File: config.mk
export PLATFORM = sky130hd
export DESIGN_NAME = stereo_peak_bucket_tracker_core
export DESIGN_NICKNAME = d
export VERILOG_FILES = /design/src/sv/spbt_pkg.sv /design/src/sv/stereo_peak_bucket_tracker_core.sv
export SDC_FILE = /design/constraint.sdc
export NUM_CORES = 1
export LEC_CHECK = 0
export BUFFER_PORTS_ARGS = -buffer_cell sky130_fd_sc_hd__clkbuf_2
export CORE_MARGIN = 4
export CORE_UTILIZATION = 44
export DETAILED_ROUTE_END_ITERATION = 10
export GPL_TIMING_DRIVEN = 0
export PLACE_DENSITY = 0.72
export SYNTH_ARGS = -nofsm -noshare
export SYNTH_HDL_FRONTEND = slang
export SYNTH_SLANG_ARGS = --single-unit
File: constraint.sdc
create_clock -name clk -period 7.22 [get_ports clk]
set_clock_uncertainty 0.05 [all_clocks]
set_input_delay 1.444 -clock clk [delete_from_list [all_inputs] [get_ports clk]]
set_output_delay 1.444 -clock clk [all_outputs]
set_load 0.1 [all_outputs]
File: src/sv/spbt_pkg.sv
// ----------------------------------------------------------------------------
// Stereo peak bucket tracker package
// Shared types and constants for the min/max peak decimation block.
// ----------------------------------------------------------------------------
`default_nettype none

package spbt_pkg;

  // Clamped sample in Q2.20, range -1.0 to +1.0.
  localparam int PEAK_W = 22;
  // Bucket width register and frame count.
  localparam int WIDTH_W = 16;
  // Bucket index, wraps at 2^24.
  localparam int BUCKET_W = 24;
  // Configuration port.
  localparam int CFG_IDX_W = 2;
  localparam int CFG_DATA_W = 16;
  // Signed domain wide enough for any supported sample width.
  localparam int EXT_W = 33;

  typedef logic signed [PEAK_W-1:0] peak_t;
  typedef logic [WIDTH_W-1:0] width_t;
  typedef logic [BUCKET_W-1:0] bucket_t;
  typedef logic [CFG_IDX_W-1:0] cfg_idx_t;
  typedef logic [CFG_DATA_W-1:0] cfg_data_t;
  typedef logic signed [EXT_W-1:0] ext_t;

  // Register indexes of the configuration port.
  localparam cfg_idx_t CFG_BUCKET_WIDTH = 2'd0;
  localparam cfg_idx_t CFG_STEREO_MODE = 2'd1;

  // Plus and minus 1.0 in Q2.20.
  localparam peak_t PEAK_POS_ONE = 22'sd1048576;
  localparam peak_t PEAK_NEG_ONE = -22'sd1048576;
  localparam ext_t EXT_POS_ONE = 33'sd1048576;
  localparam ext_t EXT_NEG_ONE = -33'sd1048576;

  // Saturate a sign-extended sample to +/-1.0.
  function automatic peak_t clamp_sample(input ext_t s);
    peak_t res;
    if (s > EXT_POS_ONE) begin
      res = PEAK_POS_ONE;
    end else if (s < EXT_NEG_ONE) begin
      res = PEAK_NEG_ONE;
    end else begin
      res = s[PEAK_W-1:0];
    end
    return res;
  endfunction

endpackage

`default_nettype wire

File: src/sv/stereo_peak_bucket_tracker_core.sv
// ----------------------------------------------------------------------------
// Stereo peak bucket tracker core
// Min/max peak decimation of a stereo audio stream into overview buckets.
// ----------------------------------------------------------------------------
// One frame (left and right sample, final flag) is taken per cycle. The frame
// is held in an input register, clamped to +/-1.0 and folded into the running
// per-channel minimum and maximum in the next cycle; when a bucket fills or the
// final frame arrives, one overview entry lands in the output register, which
// follows the input register with no stage between them. The sustained rate
// is one frame per cycle, set by the single input register feeding the
// compare-and-count logic; it drops only while a finished entry waits in the
// output register and the next frame would close another bucket. A width of 0
// acts as 1. Configuration is taken at any time but must only be written while
// no frame is in flight.
`default_nettype none

module stereo_peak_bucket_tracker_core #(
  parameter int SAMPLE_WIDTH = 24
) (
  input  wire logic                     clk,
  input  wire logic                     rst_n,
  // Configuration writes.
  input  wire logic                     cfg_valid,
  output logic                          cfg_ready,
  input  wire spbt_pkg::cfg_idx_t       cfg_index,
  input  wire spbt_pkg::cfg_data_t      cfg_data,
  // Frame input.
  input  wire logic                     in_valid,
  output logic                          in_ready,
  input  wire logic signed [SAMPLE_WIDTH-1:0] in_left_sample,
  input  wire logic signed [SAMPLE_WIDTH-1:0] in_right_sample,
  input  wire logic                     in_final_frame,
  // Overview entries.
  output logic                          out_valid,
  input  wire logic                     out_ready,
  output spbt_pkg::bucket_t             out_bucket_number,
  output spbt_pkg::peak_t               out_left_minimum,
  output spbt_pkg::peak_t               out_left_maximum,
  output spbt_pkg::peak_t               out_right_minimum,
  output spbt_pkg::peak_t               out_right_maximum,
  output logic                          out_is_final_bucket
);

  import spbt_pkg::*;

  // Configuration registers.
  width_t bucket_width_r;
  logic   stereo_mode_r;

  // Input stage.
  logic                           s1_valid_r, s1_valid_nxt;
  logic signed [SAMPLE_WIDTH-1:0] s1_left_r;
  logic signed [SAMPLE_WIDTH-1:0] s1_right_r;
  logic                           s1_final_r;

  // Bucket state.
  width_t  frames_r, frames_nxt;
  bucket_t bucket_r, bucket_nxt;
  peak_t   lmin_r, lmin_nxt;
  peak_t   lmax_r, lmax_nxt;
  peak_t   rmin_r, rmin_nxt;
  peak_t   rmax_r, rmax_nxt;

  // Output register.
  logic    out_valid_r, out_valid_nxt;
  bucket_t out_bucket_r;
  peak_t   out_lmin_r, out_lmax_r, out_rmin_r, out_rmax_r;
  logic    out_final_r;

  // Datapath.
  peak_t                left_clamped, right_clamped;
  peak_t                lmin_upd, lmax_upd, rmin_upd, rmax_upd;
  logic [WIDTH_W:0]     held;
  logic [WIDTH_W:0]     width_eff;
  logic                 emit;
  logic                 s1_advance;
  logic                 in_accept;

  // Configuration is always accepted.
  assign cfg_ready = 1'b1;

  always_ff @(posedge clk) begin
    if (!rst_n) begin
      bucket_width_r <= width_t'(1);
      stereo_mode_r  <= 1'b1;
    end else if (cfg_valid) begin
      if (cfg_index == CFG_BUCKET_WIDTH) begin
        bucket_width_r <= cfg_data;
      end else if (cfg_index == CFG_STEREO_MODE) begin
        stereo_mode_r <= cfg_data[0];
      end
    end
  end

  // Clamp and fold the held frame into the running extremes.
  always_comb begin
    left_clamped  = clamp_sample(ext_t'(s1_left_r));
    right_clamped = clamp_sample(ext_t'(s1_right_r));
    lmin_upd = (left_clamped < lmin_r) ? left_clamped : lmin_r;
    lmax_upd = (left_clamped > lmax_r) ? left_clamped : lmax_r;
    rmin_upd = rmin_r;
    rmax_upd = rmax_r;
    if (stereo_mode_r) begin
      rmin_upd = (right_clamped < rmin_r) ? right_clamped : rmin_r;
      rmax_upd = (right_clamped > rmax_r) ? right_clamped : rmax_r;
    end
    held      = {1'b0, frames_r} + (WIDTH_W+1)'(1);
    width_eff = (bucket_width_r == '0) ? (WIDTH_W+1)'(1) : {1'b0, bucket_width_r};
    emit      = (held >= width_eff) || s1_final_r;
  end

  // A frame leaves the input stage unless its entry finds the output full.
  assign s1_advance = s1_valid_r && (!emit || !out_valid_r || out_ready);
  assign in_ready   = !s1_valid_r || s1_advance;
  assign in_accept  = in_valid && in_ready;

  always_comb begin
    s1_valid_nxt  = in_accept ? 1'b1 : (s1_advance ? 1'b0 : s1_valid_r);
    out_valid_nxt = (out_valid_r && !out_ready) || (s1_advance && emit);
    frames_nxt    = frames_r;
    bucket_nxt    = bucket_r;
    lmin_nxt      = lmin_r;
    lmax_nxt      = lmax_r;
    rmin_nxt      = rmin_r;
    rmax_nxt      = rmax_r;
    if (s1_advance) begin
      if (emit) begin
        frames_nxt = '0;
        bucket_nxt = s1_final_r ? '0 : bucket_r + bucket_t'(1);
        lmin_nxt   = PEAK_POS_ONE;
        lmax_nxt   = PEAK_NEG_ONE;
        rmin_nxt   = PEAK_POS_ONE;
        rmax_nxt   = PEAK_NEG_ONE;
      end else begin
        frames_nxt = held[WIDTH_W-1:0];
        lmin_nxt   = lmin_upd;
        lmax_nxt   = lmax_upd;
        rmin_nxt   = rmin_upd;
        rmax_nxt   = rmax_upd;
      end
    end
  end

  // Control and bucket state.
  always_ff @(posedge clk) begin
    if (!rst_n) begin
      s1_valid_r  <= 1'b0;
      out_valid_r <= 1'b0;
      frames_r    <= '0;
      bucket_r    <= '0;
      lmin_r      <= PEAK_POS_ONE;
      lmax_r      <= PEAK_NEG_ONE;
      rmin_r      <= PEAK_POS_ONE;
      rmax_r      <= PEAK_NEG_ONE;
    end else begin
      s1_valid_r  <= s1_valid_nxt;
      out_valid_r <= out_valid_nxt;
      frames_r    <= frames_nxt;
      bucket_r    <= bucket_nxt;
      lmin_r      <= lmin_nxt;
      lmax_r      <= lmax_nxt;
      rmin_r      <= rmin_nxt;
      rmax_r      <= rmax_nxt;
    end
  end

  // Input payload register.
  always_ff @(posedge clk) begin
    if (in_accept) begin
      s1_left_r  <= in_left_sample;
      s1_right_r <= in_right_sample;
      s1_final_r <= in_final_frame;
    end
  end

  // Output payload register.
  always_ff @(posedge clk) begin
    if (s1_advance && emit) begin
      out_bucket_r <= bucket_r;
      out_lmin_r   <= lmin_upd;
      out_lmax_r   <= lmax_upd;
      out_rmin_r   <= stereo_mode_r ? rmin_upd : '0;
      out_rmax_r   <= stereo_mode_r ? rmax_upd : '0;
      out_final_r  <= s1_final_r;
    end
  end

  assign out_valid           = out_valid_r;
  assign out_bucket_number   = out_bucket_r;
  assign out_left_minimum    = out_lmin_r;
  assign out_left_maximum    = out_lmax_r;
  assign out_right_minimum   = out_rmin_r;
  assign out_right_maximum   = out_rmax_r;
  assign out_is_final_bucket = out_final_r;

`ifndef SYNTHESIS
  // A closed bucket leaves the running extremes at their empty values.
  a_clear_after_emit: assert property (@(posedge clk) disable iff (!rst_n)
    (s1_advance && emit) |=> (frames_r == '0) && (lmin_r == PEAK_POS_ONE) &&
      (lmax_r == PEAK_NEG_ONE))
    else $error("running state not cleared after a closed bucket");

  // The final frame restarts the bucket index at zero.
  a_final_restart: assert property (@(posedge clk) disable iff (!rst_n)
    (s1_advance && emit && s1_final_r) |=> (bucket_r == '0))
    else $error("bucket index not restarted after the final frame");

  // A frame that does not close a bucket adds one to the frame count.
  a_count_step: assert property (@(posedge clk) disable iff (!rst_n)
    (s1_advance && !emit) |=> (frames_r == $past(held[WIDTH_W-1:0])))
    else $error("frame count did not advance");

  // Left extremes of a reported entry stay within +/-1.0.
  a_left_range: assert property (@(posedge clk) disable iff (!rst_n)
    out_valid_r |-> (out_lmin_r >= PEAK_NEG_ONE) && (out_lmin_r <= PEAK_POS_ONE) &&
      (out_lmax_r >= PEAK_NEG_ONE) && (out_lmax_r <= PEAK_POS_ONE))
    else $error("reported left extreme out of range");
`endif

endmodule

`default_nettype wire

==> qor.yml, run 1 <==
clock_network:
  cts_root_buf: "clkbuf_16"
  clk_latency_ns: 0.54
  cts_sinks: 309
  cts_buffer_depth: 3
  tritoncts: "done"
  cts_setup_buffers: 0
  numCtsBuffers: 34
  clkSlewWorstSetupHoldPaths_ns: 0.06
  h-tree-depth: 2
timing:
  max_slew_margin_pct: 20.6
  hold-worst-slack_ns: 0.394
  fin_tns_setup_ns: 0
  worst_pin_slew_ns: 1.18
  rsz0062_at_grt: "no"
  max_clock_freq_mhz: 147
  final_hold_viol_count: 0
  finalSetupViolCount: 0
  period_share_pct: 94.0
  min_period_ns: 6.79
  drv_slew: 0
layout:
  nNetsFinal: 1935
  layout-drive-gt1-share_pct: 16.1
  multi_input_area_um2: 6740
  diodes: 0
  fill_cells: 3132
  synthToLayoutAreaGrowth_pct: 17.8
  seqCellArea_um2: 7810
worst_setup_path:
  crit_arrival_ns: 5.29
  startpoint_type: "register"
  cp.buffers_inverters: 3
  path_cells: "ha_1 -> nand3_4 -> nor4_4 -> and3_1 -> and3_1 -> xor2_1 -> ha_1 -> nand4_1 -> nor3_1 -> a21boi_0 -> o31a_1 -> clkbuf_1 -> nor3_1 -> nor3b_2 -> inv_1 -> clkbuf_2"
  critPathRequiredTime_ns: 5.73
  cpPeakStageDelay_ns: 0.44
  critical_path_class: "reg -> out"
  cpLargestDelayFamily: "simple AND/OR/NAND/NOR gates"
  end_kind: "output pin"
  cpMaxStageDelayCell: "nor4_4"
  cp_max_fo: 10
global_routing:
  grt_pass1_wl_um: 66000
  grt_usage_pct: 21.0
  grt_pass1_vias: 12500
  antenna_found_initial: 0
  grt-ovfl-total: 0
  grt_start_max_net_pins: 62
synthesis:
  synthArstFlopShare_pct: 0
  synthTopCellsByCount: "edfxtp_1, inv_1, dfxtp_1"
  synth.yosys.seq_area_share_pct: 50.4
  syn_area_um2: 15500
  ys_top_cells_by_area: "edfxtp_1, dfxtp_1, ha_1"
  synth_top_flop_cell: "edfxtp_1"
  synth_cells: 1536
  ys_ff_latch: 309
  yosysWarnings: 0
  synth_top_area_share_pct: 31.4
  synth.net_count: 1712
  synth_most_common_cell: "edfxtp_1"
  postSynthAreaPerCell_um2: 10.1
  synth_edf_count: 162
  yosysUniqueCellTypes: 74
  yosysTopAreaCell: "edfxtp_1"
routing:
  routedWlPerCell_um: 18.4
  ant_nets: 0
  vias: 12700
  routed_wl_um: 41200
  drc: 0
  dr.pass1.iters: 5
  vias_per_cell: 5.66
  first_iter_violations: 981
power_and_ir_drop:
  p_leak_nw: 7.14
  power_per_cell_area_nw_per_um2: 276
  ir_drop_mv: 0.189
floorplanning:
  die-area_um2: 38300
  rows: 68
  die_w_um: 196
  fp.dieH_um: 196
  io-pin-count: 188
  core_um2: 34600
  start_util_pct: 44.7
placement:
  place_congestion: 0.913
  port-buffer-count: 185
  dp_hpwl_um: 29700
hold_path:
  hold_path.class: "reg -> reg"
outcome:
  run_status: "complete, no violations"
job:
  drv_cap: 0
## final cells by class
type	instances	share of cell area [%]
flip-flops and latches	309	42.8
plain buffers	93	2.14
well taps	455	3.12
clock inverters	14	0.844
repair buffers	187	5.34
multi-input cells	985	37.0
inverters	149	3.08
clock buffers	48	5.70
## flip-flops by register name (all words and copies together) (netlist names), 16 cells and up
signal and cells:
lmin_r 22, lmax_r 22, bucket_r 24, rmax_r 22, out_bucket_number 24, s1_left_r 24
out_left_minimum 22, out_right_minimum 22, frames_r 16, bucket_width_r 16, out_left_maximum 22, rmin_r 22
out_right_maximum 22, s1_right_r 24
## cells by family (layout without fill, tap and decap cells)
family | after synthesis | in the layout | share of synthesized area (%)
DFF | 309 | 309 | 50.4
muxes | 56 | 56 | 3.68
xor gates and xnor gates | 14 | 14 | 0.792
buffers and inverters | 242 | 491 | 6.13
and+or+nand+nor | 426 | 426 | 13.9
adders and majority gates | 104 | 104 | 8.40
other | 1 | 1 | 0.0242
AOI/OAI and AO/OA | 384 | 384 | 16.6
## path summary, 6_finish.rpt
path	from	to	slack, ns	cells past startpoint
setup / recovery	frames_r[0]	in_ready	0.43	16
hold / removal	bucket_r[19]	out_bucket_number[19]	0.39	0
setup reg to reg	s1_right_r[23]	out_right_maximum[20]	1.37	17
hold reg to reg	bucket_r[19]	out_bucket_number[19]	0.39	0
## metal layers
layer / track usage (%) / part of all wire, % / vias to the layer above
li1: - / - / 6125
met1: 27.9 / 43 / 5999
met2: 34.5 / 47 / 484
met3: 4.38 / 7.3 / 73
met4: 6.93 / 2.8 / 0
met5: 0 / 0 / -
## worst register-to-register path, cell delays in order, from the launching register on
cell	delay (ns)
edfxtp_1	0.51
or4_1	0.55
clkbuf_2	0.20
nand2_1	0.12
o21bai_1	0.13
clkbuf_1	0.44
buf_1	0.48
nand2_1	0.18
inv_1	0.18
ha_1	0.17
nand3_1	0.14
nor4_1	0.55
a32oi_1	0.26
and2_1	0.20
a31oi_1	0.48
buf_2	0.44
nor2_1	0.07
a211oi_1	0.45
## report_power, final
| part | switching [W] | internal (W) | total, W |
|---|---|---|---|
| sequential | 0.0000416 | 0.00197 | 0.00201 |
| combinational | 0.000980 | 0.000205 | 0.00119 |
| clock | 0.000720 | 0.00111 | 0.00183 |
| total | 0.00174 | 0.00329 | 0.00503 |
## what timing repair did
action | 4_1_cts | 5_1_grt
resized for setup | 0 | 1
hold buffers | 0 | 0
endpoints found under the setup margin | 0 | 1
endpoints found under the hold margin | 0 | 0
## through the flow
step                instances  total power, W  setup slack (ns)  utilization (%)  instance area (µm²)
floorplan                1536         0.00298              1.25                -                15500
global placement         2176         0.00322            -0.640             49.0                17000
detailed placement       2178         0.00323             0.838             49.2                17000
CTS                      2240         0.00507             0.246             52.6                18200
global route             2240         0.00521            0.0342             52.7                18200
finish                   2240         0.00503             0.431             52.7                18200
## cells in the final DEF (no fill, tap or decap), types with 25 or more instances in the layout
| cell | n |
|---|---|
| clkbuf_2 | 186 |
| edfxtp_1 | 162 |
| inv_1 | 147 |
| dfxtp_1 | 147 |
| nand2_1 | 109 |
| ha_1 | 104 |
| o21ai_0 | 98 |
| nor2_1 | 88 |
| o211ai_1 | 83 |
| clkbuf_1 | 74 |
| a21oi_1 | 70 |
| nand3_1 | 62 |
| mux2i_1 | 48 |
| nand4_1 | 46 |
| o2bb2ai_1 | 40 |
| clkbuf_16 | 38 |
| nor4_1 | 25 |
Note: power is estimated with default switching activity, not from simulation.
==> inputs of run 2 (changes only) <==
PLACE_DENSITY = 0.64   (was 0.72)
clock period = 7.28 ns   (was 7.22 ns; I/O delays follow)
==> run 2 against run 1 <==
  * Sequential power about the same
  * Cell count did not move
  * Global-route usage hardly changed
  * Die area is the same
  * Highest routed layer unchanged
==> qor.yml, run 2 (synthesis gave the netlist of run 1 again) <==
outcome:
  run_status: "complete, no violations"
placement:
  port-buffer-count: 185  # unchanged
  dp_hpwl_um: 30100  # +1.3%
  dp_slack_ns: 0.772  # -0.0654 ns
  place_inst: 2178  # unchanged
  place_congestion: 0.867  # -5.0%
  dpl_cell_area_um2: 17000  # about the same
global_routing:
  grt_pass1_vias: 12200  # -2.8%
  grt_start_max_net_pins: 76  # +23%
  grt_usage_pct: 21.0  # about the same
  grt-ovfl-total: 0  # unchanged
  grt_pass1_wl_um: 65600  # -0.66%
  antenna_found_initial: 0  # unchanged
layout:
  multi_input_area_um2: 6740  # unchanged
  final_cell_mix: "clkbuf_2, edfxtp_1, inv_1, dfxtp_1, nand2_1"
  seqCellArea_um2: 7810  # unchanged
  fill_cells: 3160  # +0.89%
  stdcell_area_um2: 18200  # -0.30%
  synthToLayoutAreaGrowth_pct: 17.4
  layout-drive-gt1-share_pct: 15.9  # -0.22 points
  instances_no_fill: 2240  # unchanged
  final_common_cell: "clkbuf_2"
  nNetsFinal: 1936  # +0.052%
  diodes: 0  # unchanged
worst_setup_path:
  crit_arrival_ns: 5.42  # +0.13 ns
  end_kind: "output pin"
  critPathRequiredTime_ns: 5.77  # +0.04 ns
  startpoint_type: "register"
  critical_path_class: "reg -> out"
  cp_max_fo: 10  # unchanged
timing:
  period_share_pct: 95.1
  hold-worst-slack_ns: 0.397  # +0.00250 ns
  rsz0062_at_grt: "no"
  worst_slack_ns: 0.356  # -0.0755 ns
  worst_pin_slew_ns: 1.02  # -0.157 ns
  max_slew_margin_pct: 31.2  # +11 points
  min_period_ns: 6.92
  final_hold_viol_count: 0  # unchanged
  max_clock_freq_mhz: 144
  finalSetupViolCount: 0  # unchanged
  drv_slew: 0  # unchanged
job:
  drv_cap: 0  # unchanged
floorplanning:
  die-area_um2: 38300  # unchanged
  rows: 68  # unchanged
  fp.dieH_um: 196  # unchanged
  start_util_pct: 44.7  # unchanged
  core_um2: 34600  # unchanged
  io-pin-count: 188  # unchanged
  die_w_um: 196  # unchanged
clock_network:
  h-tree-depth: 2  # unchanged
  cts_sinks: 309  # unchanged
  tritoncts: "done"
  cts_setup_buffers: 0  # unchanged
  cts_root_buf: "clkbuf_16"
  numCtsBuffers: 35  # +2.9%
  cts_buffer_depth: 3  # unchanged
  clkSlewWorstSetupHoldPaths_ns: 0.06  # about the same
  clk_latency_ns: 0.52  # -0.02 ns
routing:
  vias_per_cell: 5.58  # -1.4%
  routedWlPerCell_um: 18.3  # -0.21%
  drc: 0  # unchanged
  first_iter_violations: 812  # -17%
  ant_nets: 0  # unchanged
  vias: 12500  # -1.4%
  dr.pass1.iters: 5  # unchanged
  routed_wl_um: 41100  # -0.21%
power_and_ir_drop:
  power_per_cell_area_nw_per_um2: 270  # -2.0%
  ir_drop_mv: 0.242  # +28%
  p_leak_nw: 7.11  # -0.36%
  finalPower_w: 0.00492  # -2.3%
hold_path:
  hold_path.class: "reg -> reg"
## run 2: critical path: stages (launching register included)
cell      delay (ns)
dfxtp_1         0.47
ha_1            0.32
nand3_4         0.16
nor4_4          0.45
and3_1          0.29
and3_1          0.23
xor2_1          0.29
ha_1            0.21
nand4_1         0.12
nor3_1          0.31
a21boi_0        0.40
o31a_1          0.23
clkbuf_1        0.36
nor3_1          0.20
nor3b_2         0.35
inv_1           0.13
clkbuf_2        0.39
## run 2: worst paths after layout
check	start	end	slack, ns	cells after the start
hold / removal	bucket_r[19]	out_bucket_number[19]	0.40	0
setup reg to reg	s1_right_r[23]	out_right_maximum[18]	1.33	17
hold reg to reg	bucket_r[19]	out_bucket_number[19]	0.40	0
setup / recovery	frames_r[0]	in_ready	0.36	16
## run 2: stage by stage
stage | utilization, % | setup TNS [ns]
after global placement | 49.0 | -99.37
after detailed placement | 49.2 | 0
after global routing | 52.5 | 0
final | 52.5 | 0
after floorplan | - | 0
after CTS | 52.5 | 0
## run 2: layer usage
metal / global-route usage (%) / vias up / share of wire [%]
li1: - / 6124 / -
met1: 29.1 / 5937 / 45
met2: 33.8 / 374 / 47
met3: 3.45 / 73 / 5.6
met4: 6.80 / 0 / 2.8
met5: 0 / - / 0
## run 2: timing repair
action / CTS / global route
gates resized for setup: 0 / 1
setup endpoints to repair: 0 / 1
hold buffers: 0 / 0
## run 2: area by class of cell
class,count,share of cell area [%]
buffer,93,2.15
tap,455,3.13
multi-input combinational,985,37.1
sequential,309,42.9
clock buffer,46,5.39
timing repair buffer,187,5.35
inverter,149,3.10
clock inverter,16,0.853
## run 2: report_power, final
part           switching, W  leakage, nW  internal [W]
Sequential        0.0000430         2.68       0.00196
Combinational      0.000972         3.87      0.000204
Clock              0.000691        0.565       0.00105
Total               0.00171         7.11       0.00321
